===== src/ipv4dq_pkg.sv =====
// ipv4dq_pkg: request and result types, scan state and reason codes
// for the dotted-quad checker; no dependencies

package ipv4dq_pkg;

    localparam logic [7:0] CHAR_ZERO = 8'h30;
    localparam logic [7:0] CHAR_NINE = 8'h39;
    localparam logic [7:0] CHAR_DOT  = 8'h2e;

    localparam logic [2:0] MIN_LENGTH = 3'd7;
    localparam logic [1:0] DOTS_FULL  = 2'd3;
    localparam logic [8:0] FIELD_MAX  = 9'd255;
    localparam logic [8:0] FIELD_SAT  = 9'd256;

    localparam logic [2:0] RSN_OK        = 3'd0;
    localparam logic [2:0] RSN_SHORT     = 3'd1;
    localparam logic [2:0] RSN_BAD_CHAR  = 3'd2;
    localparam logic [2:0] RSN_EXTRA_DOT = 3'd3;
    localparam logic [2:0] RSN_EMPTY     = 3'd4;
    localparam logic [2:0] RSN_OVER      = 3'd5;
    localparam logic [2:0] RSN_DOT_COUNT = 3'd6;
    localparam logic [2:0] RSN_TRAIL_DOT = 3'd7;

    typedef struct packed {
        logic [7:0] character;
        logic       last_char;
    } req_t;

    typedef struct packed {
        logic       valid_res;
        logic [2:0] reason;
    } rsp_t;

    typedef struct packed {
        logic [2:0] length_seen;
        logic [1:0] dots_seen;
        logic [8:0] field_value;
        logic       field_nonempty;
        logic       prev_was_dot;
        logic [2:0] first_error;
    } scan_state_t;

endpackage


===== src/ipv4_dotted_quad_check_core.sv =====
// ipv4_dotted_quad_check_core: dotted-quad address checker, one character per request
// depends on ipv4dq_pkg and ipv4dq_scan
//
// channel   direction  handshake              payload
// request   in         req_valid / req_stall  req_data (character, last_char)
// result    out        rsp_valid / rsp_stall  rsp_data (valid_res, reason)
//
// one request per cycle sustained unless a stalled result blocks a last character; a result is registered
// the request register feeds the scan logic, which writes the state and result registers
// asynchronous active-low reset empties both registers and clears the scan state
// a stalled result holds only a last character in the request register; others still pass

module ipv4_dotted_quad_check_core (
    input  logic               clk,
    input  logic               rst_n,
    input  logic               req_valid,
    output logic               req_stall,
    input  ipv4dq_pkg::req_t   req_data,
    output logic               rsp_valid,
    input  logic               rsp_stall,
    output ipv4dq_pkg::rsp_t   rsp_data
);

    logic                    hold_valid_reg;
    logic                    hold_valid_next;
    ipv4dq_pkg::req_t        hold_reg;
    ipv4dq_pkg::scan_state_t state_reg;
    ipv4dq_pkg::scan_state_t state_next;
    logic                    rsp_valid_reg;
    logic                    rsp_valid_next;
    ipv4dq_pkg::rsp_t        rsp_reg;
    ipv4dq_pkg::rsp_t        scan_rsp;
    logic                    out_free;
    logic                    consume;
    logic                    take;

    ipv4dq_scan u_scan (
        .state      (state_reg),
        .req        (hold_reg),
        .state_next (state_next),
        .rsp        (scan_rsp)
    );

    assign out_free  = !rsp_valid_reg || !rsp_stall;
    assign consume   = hold_valid_reg && (!hold_reg.last_char || out_free);
    assign req_stall = hold_valid_reg && !consume;
    assign take      = req_valid && !req_stall;

    always_comb
    begin
        hold_valid_next = hold_valid_reg;
        if (take)
            hold_valid_next = 1'b1;
        else if (consume)
            hold_valid_next = 1'b0;

        rsp_valid_next = rsp_valid_reg;
        if (consume && hold_reg.last_char)
            rsp_valid_next = 1'b1;
        else if (!rsp_stall)
            rsp_valid_next = 1'b0;
    end

    always_ff @(posedge clk or negedge rst_n)
    begin
        if (!rst_n)
        begin
            hold_valid_reg <= 1'b0;
            rsp_valid_reg  <= 1'b0;
            state_reg      <= '0;
        end
        else
        begin
            hold_valid_reg <= hold_valid_next;
            rsp_valid_reg  <= rsp_valid_next;
            if (consume)
                state_reg <= state_next;
        end
    end

    always_ff @(posedge clk)
    begin
        if (take)
            hold_reg <= req_data;
        if (consume && hold_reg.last_char)
            rsp_reg <= scan_rsp;
    end

    assign rsp_valid = rsp_valid_reg;
    assign rsp_data  = rsp_reg;

    // verdict agrees with reason code
    a_verdict: assert property (@(posedge clk) disable iff (!rst_n)
        rsp_valid |-> (rsp_data.valid_res == (rsp_data.reason == ipv4dq_pkg::RSN_OK)))
        else $error("valid_res disagrees with reason");

    // scan state clears after the last character
    a_clear: assert property (@(posedge clk) disable iff (!rst_n)
        (consume && hold_reg.last_char) |=> (state_reg == '0))
        else $error("scan state not cleared after last character");

    // an error is only recorded once a character has been counted
    a_err_len: assert property (@(posedge clk) disable iff (!rst_n)
        (state_reg.first_error != ipv4dq_pkg::RSN_OK) |-> (state_reg.length_seen != 3'd0))
        else $error("error recorded with zero length");

    // stall only while the request register is occupied by a blocked last character
    a_stall: assert property (@(posedge clk) disable iff (!rst_n)
        req_stall |-> (hold_valid_reg && hold_reg.last_char && rsp_valid && rsp_stall))
        else $error("request stalled without cause");

endmodule


===== src/ipv4dq_scan.sv =====
// ipv4dq_scan: per-character next-state and verdict logic
// depends on ipv4dq_pkg

module ipv4dq_scan (
    input  ipv4dq_pkg::scan_state_t state,
    input  ipv4dq_pkg::req_t        req,
    output ipv4dq_pkg::scan_state_t state_next,
    output ipv4dq_pkg::rsp_t        rsp
);

    logic                    is_digit;
    logic                    is_dot;
    logic                    leading;
    logic [11:0]             acc;
    ipv4dq_pkg::scan_state_t upd;
    logic [2:0]              reason;

    always_comb
    begin
        is_digit = req.character inside {[ipv4dq_pkg::CHAR_ZERO : ipv4dq_pkg::CHAR_NINE]};
        is_dot   = (req.character == ipv4dq_pkg::CHAR_DOT);
        leading  = (state.length_seen == 3'd0);
        acc      = ({3'b000, state.field_value} * 12'd10)
                 + {4'b0000, req.character - ipv4dq_pkg::CHAR_ZERO};
        upd      = state;

        if (state.first_error == ipv4dq_pkg::RSN_OK)
        begin
            if (leading && !is_digit)
            begin
                upd.first_error = ipv4dq_pkg::RSN_BAD_CHAR;
            end
            else if (is_digit)
            begin
                upd.field_value    = (acc > {3'b000, ipv4dq_pkg::FIELD_MAX}) ?
                                     ipv4dq_pkg::FIELD_SAT : acc[8:0];
                upd.field_nonempty = 1'b1;
            end
            else if (is_dot)
            begin
                if (state.dots_seen == ipv4dq_pkg::DOTS_FULL)
                begin
                    upd.first_error = ipv4dq_pkg::RSN_EXTRA_DOT;
                end
                else
                begin
                    upd.dots_seen = state.dots_seen + 2'd1;
                    if (!state.field_nonempty)
                        upd.first_error = ipv4dq_pkg::RSN_EMPTY;
                    else if (state.field_value > ipv4dq_pkg::FIELD_MAX)
                        upd.first_error = ipv4dq_pkg::RSN_OVER;
                    upd.field_value    = '0;
                    upd.field_nonempty = 1'b0;
                end
            end
            else
            begin
                upd.first_error = ipv4dq_pkg::RSN_BAD_CHAR;
            end
        end

        upd.prev_was_dot = is_dot;
        if (state.length_seen != ipv4dq_pkg::MIN_LENGTH)
            upd.length_seen = state.length_seen + 3'd1;

        if (upd.length_seen != ipv4dq_pkg::MIN_LENGTH)
            reason = ipv4dq_pkg::RSN_SHORT;
        else if (upd.first_error != ipv4dq_pkg::RSN_OK)
            reason = upd.first_error;
        else if (upd.dots_seen != ipv4dq_pkg::DOTS_FULL)
            reason = ipv4dq_pkg::RSN_DOT_COUNT;
        else if (upd.prev_was_dot)
            reason = ipv4dq_pkg::RSN_TRAIL_DOT;
        else if (upd.field_value > ipv4dq_pkg::FIELD_MAX)
            reason = ipv4dq_pkg::RSN_OVER;
        else
            reason = ipv4dq_pkg::RSN_OK;

        rsp.reason    = reason;
        rsp.valid_res = (reason == ipv4dq_pkg::RSN_OK);
        state_next    = req.last_char ? '0 : upd;
    end

endmodule

===== config.mk =====
export PLATFORM = sky130hd
export DESIGN_NAME = ipv4_dotted_quad_check_core
export DESIGN_NICKNAME = d
export VERILOG_FILES = /design/src/ipv4dq_pkg.sv /design/src/ipv4_dotted_quad_check_core.sv /design/src/ipv4dq_scan.sv
export SDC_FILE = /design/constraint.sdc
export NUM_CORES = 1
export LEC_CHECK = 0
export BUFFER_PORTS_ARGS = -buffer_cell sky130_fd_sc_hd__buf_2
export CAP_MARGIN = 20
export CORE_UTILIZATION = 35
export CTS_CLUSTER_DIAMETER = 100
export DETAILED_ROUTE_END_ITERATION = 10
export REMOVE_ABC_BUFFERS = 1
export SYNTH_ARGS = -nofsm -noshare
export SYNTH_HDL_FRONTEND = slang
export SYNTH_SLANG_ARGS = --single-unit

===== constraint.sdc =====
create_clock -name clk -period 5.3 [get_ports clk]
set_input_delay 1.06 -clock clk [delete_from_list [all_inputs] [get_ports clk]]
set_output_delay 1.06 -clock clk [all_outputs]
set_load 0.1 [all_outputs]

# [Yosys cells after proc, flatten, opt, wreduce, memory -nomap -nowiden]
# Cells that the tools add are included.
[op_classes] add_sub_neg=4 order_cmp=5 mul=1 eq_ne=8 n_reduce_logical=22 mux=25
[op_table] operator="$mux 12" n=4
[op_table] operator="$mux 3" n=13
[op_table] operator="$mux 19" n=1
[op_table] operator="$gt 9x8->1 const B" n=2
[op_table] operator="$add 12x8->12" n=1
[op_table] operator="$gt 12x8->1 const B" n=1
[op_table] operator="$mul 9x3->11 const B" n=1
[op_table] operator="$mux 10" n=1
[op_table] operator="$logic_not 3->1" n=3
[op_table] operator="$mux 9" n=1
[op_table] operator="$eq 8x6->1 const B" n=1
[op_table] operator="$ge 8x6->1 const B" n=1
[op_table] operator="$le 8x6->1 const B" n=1
[op_table] operator="$sub 8x6->8 const B" n=1
[op_table] operator="$logic_and 1x1->1" n=6
[op_table] operator="$logic_not 1->1" n=6
[op_table] operator="$ne 3x3->1 const B" n=2
[op_table] operator="$reduce_bool 3->1" n=2
[op_table] operator="$reduce_and 5->1" n=1
[op_table] operator="$mux 1" n=4
[op_table] operator="$ne 2x2->1 const B" n=2
[op_table] operator="$reduce_bool 2->1" n=2
[op_table] operator="$add 3x1->3 const B" n=1
[op_table] operator="$ne 3x2->1 const B" n=1
[op_table] operator="5 further kinds" n=6
[totals] elab_cells=76 output_inout_bits=6 in_bits=13 regBits=33

# [Longest topological paths before layout]
[logic_depth] ltp_word=14 ltp_mapped=15

# [Hierarchy]
# A second synthesis with hierarchy kept.
[unflattened] cells_unflattened=325 hier_area_um2=2904.0
[by_module_without_submodules] mod="ipv4_dotted_quad_check_core" area_per_inst_um2=1526.5 cells_each=131 n_inst=1
[by_module_without_submodules] mod="ipv4dq_scan" area_per_inst_um2=1377.6 cells_each=194 n_inst=1

# [Worst setup path before layout]
# Ideal clock, no wire load.
[synth_timing] kind="reg-to-reg" startpoint="register state_reg[6] in the netlist's numbering" endpoint="register rsp_reg, in the netlist rsp_data[3], data pin" slack_ns=1.977 n_path_buf=0 stages_incl_launch_ff=13 t_arrival_ns=3.067 period_less_slack_ns=3.323 path_cell_list="dfrtp_1 -> ha_1 -> ha_1 -> fa_1 -> xor2_1 -> ha_1 -> o21a_1 -> o21ai_0 -> nor2_1 -> a32oi_1 -> o2bb2ai_2 -> a2111oi_4 -> and4b_1"
[synth_rtl] element="start, declared" line="ipv4_dotted_quad_check_core.sv:27" text="ipv4dq_pkg::scan_state_t state_reg;"
[synth_rtl] element="start signal, assigned" line="ipv4_dotted_quad_check_core.sv:77" text="state_reg <= state_next;"
[synth_rtl] element="end signal, assigned" line="ipv4_dotted_quad_check_core.sv:86" text="rsp_reg <= scan_rsp;"
[synth_rtl] element="end, declared" line="ipv4_dotted_quad_check_core.sv:31" text="ipv4dq_pkg::rsp_t rsp_reg;"

==> metrics.yaml <==
worst-path-max-fanout: 12
end_kind: "flip-flop"
synth_edf_count: 13
htreeDepth: 2
largest_reg_flops: 18
slew_violations: 0
drt-pass1-iter-count: 4
setup_viol: 0
cts_resized: 0
critPathArrivalTime_ns: 3.72
gp_congestion: 0.7983
critPathLaunchType: "flip-flop"
cts_hold_buf: 0
multiInputGateArea_um2: 1374
die_w_um: 83.87
fin_crit_sh_pct: 69.36
critPathKind: "reg2reg"
ys_seq_area_share_pct: 37.97
timing.fmax_mhz: 272.0
skew_ns: 0.008122
core_area_um2: 6422
post_synth_xor_area_fraction_pct: 4.107
ys_async_sr_fraction_pct: 60.61
row_count: 29
required_ns: 5.35
clk_path_buf_depth: 2
num_vias: 1792
wl_mm: 4.640
grt_use_total_pct: 14.77
die_h_um: 83.87
post_cts_buffers: 0
r2r.worst_path.cells: 12
diodes: 0
first_iter_violations: 76
ir_drop_mv: 0.1743
drive_gt1_share_pct: 16.08
grt_max_degree: 21
leakagePower_nw: 1.157
synthAdderAreaFrac_pct: 15.04
yosysUniqueCellTypes: 58
dp_hpwl_mm: 3.581
synth_top_family_by_area: "compound AO/OA/AOI/OAI gates"
insertion_delay_ns: 0.29
port-buffer-count: 18
grt_pass1_wl_mm: 8.231
total_power_w: 0.0007381
syn_area_um2: 2346
synthCells: 233
hp-class: "reg2reg"
globalRouteOverflowTotal: 0
fill_cells: 640
detail-route-antenna-nets: 0
yosys_warnings: 0
numClockSinks: 33
drt-vias-per-instance: 5.398
cts-root-buf: "clkbuf_8"
cts.reportedPaths.clkPinSlew_ns: 0.07
antenna_found_initial: 0
synth_compound_area_share_pct: 21.01
maxCapViolCount: 0
fin_nets: 294
status: "completed"
hold_viol: 0
synthSimpleGateAreaFrac_pct: 17.92
grt_pass1_vias: 1714
fin_tns_setup_ns: 0
cts_made_buffers: 5
muxShareOfSynthArea_pct: 0.4800
wl_per_cell_um: 13.98
relSlewSlack_pct: 47.87
cts_tree: "yes"
rsz0062_at_grt: "false"
ys_ff_latch: 33
fin_crit_ns: 3.676
worstMarginPinSlew_ns: 0.7748
dieArea_um2: 7034
cellPowerDensity_nw_per_um2: 285.4
synthFlopType: "dfrtp_1"
syn2layout_area_growth_pct: 10.24
start_util_pct: 36.53
hold_depth: 2
syn_area_per_cell_um2: 10.07
seqCellArea_um2: 890.9
drc: 0
io_pins: 19
## layout make-up
cell class | instances | area share, %
Timing Repair Buffer | 18 | 3.483
Clock inverter | 3 | 0.6773
Clock buffer | 5 | 2.661
Inverter | 13 | 1.887
Multi-Input combinational cell | 183 | 53.12
Tap cell | 77 | 3.725
Sequential cell | 33 | 34.45
## synthesized netlist by cell type, drive strengths merged, types with 6 or more instances
cell    instances  share of area [%]
ha             25                 13
xnor2           6                2.2
edfxtp         13                 17
inv            13                2.1
nor2           24                3.8
dfrtp          20                 21
nand2          14                2.2
nor3            9                2.3
o21ai          11                2.3
a21oi          17                3.8
## cell usage in the layout, fill, tap and decap left out, types with 7 or more instances in the layout
cell type   n
ha_1       25
nor2_1     24
dfrtp_1    20
buf_2      18
a21oi_1    16
nand2_1    14
edfxtp_1   13
inv_1      12
o21ai_0    10
nor3_1      7
## per-layer routing
layer / GRT usage, % / vias up / share of wire, %
met2: 22.43 / 32 / 47
met3: 3.264 / 4 / 2.6
li1: - / 912 / -
met1: 20.86 / 844 / 49
met5: 0 / - / 0
met4: 4.702 / 0 / 0.88
## worst paths after layout
kind	start	end	slack [ns]
min in group asynchronous	rst_n	state_reg[13]$_DFFE_PN0P_	0.71
setup reg to reg	state_reg[6]$_DFFE_PN0P_	rsp_data[3]$_DFFE_PP_	1.62
max in group asynchronous	rst_n	state_reg[6]$_DFFE_PN0P_	4.26
hold reg to reg	rsp_valid$_DFFE_PN0P_	rsp_valid$_DFFE_PN0P_	0.53
hold / removal	rsp_valid$_DFFE_PN0P_	rsp_valid$_DFFE_PN0P_	0.53
setup / recovery	state_reg[6]$_DFFE_PN0P_	rsp_data[3]$_DFFE_PP_	1.62
## logic make-up (layout without fill, tap and decap cells)
logic type	count (synthesis)	in the layout
mux	1	1
compound gates	66	66
flops	33	33
fa+ha+maj	27	27
simple gates	78	78
xor+xnor	11	11
buf+inv	17	39
## worst max-delay path: stages (launching register included)
cell	delay (ns)
dfrtp_1	0.42
ha_1	0.31
ha_1	0.22
fa_1	0.43
xor2_1	0.19
ha_1	0.33
o21a_1	0.21
o21ai_0	0.25
nor2_1	0.08
a32oi_1	0.22
o2bb2ai_2	0.21
a2111oi_4	0.34
and4b_1	0.22
## stage by stage
step           instance area (um^2)  instances  hold slack (ns)  setup slack [ns]  utilization, %
6_report                       2586        332           0.5275             1.624           40.27
5_1_grt                        2586        332           0.5696             1.327           40.27
4_1_cts                        2586        332           0.5374             1.613           40.27
3_5_place_dp                   2500        324           0.5177             1.625           38.92
3_3_place_gp                   2500        324           0.4962             1.654           38.92
2_1_floorplan                  2313        229           0.4978             1.898               -
## report_power, final
part / total, W / internal (W) / leakage [nW] / switching [W]
clock: 0.000184 / 0.0000905 / 0.0439 / 0.0000937
sequential: 0.000315 / 0.000288 / 0.390 / 0.0000277
combinational: 0.000239 / 0.0000989 / 0.723 / 0.000140
total: 0.000738 / 0.000477 / 1.16 / 0.000261
(Power assumes the default switching activity.)
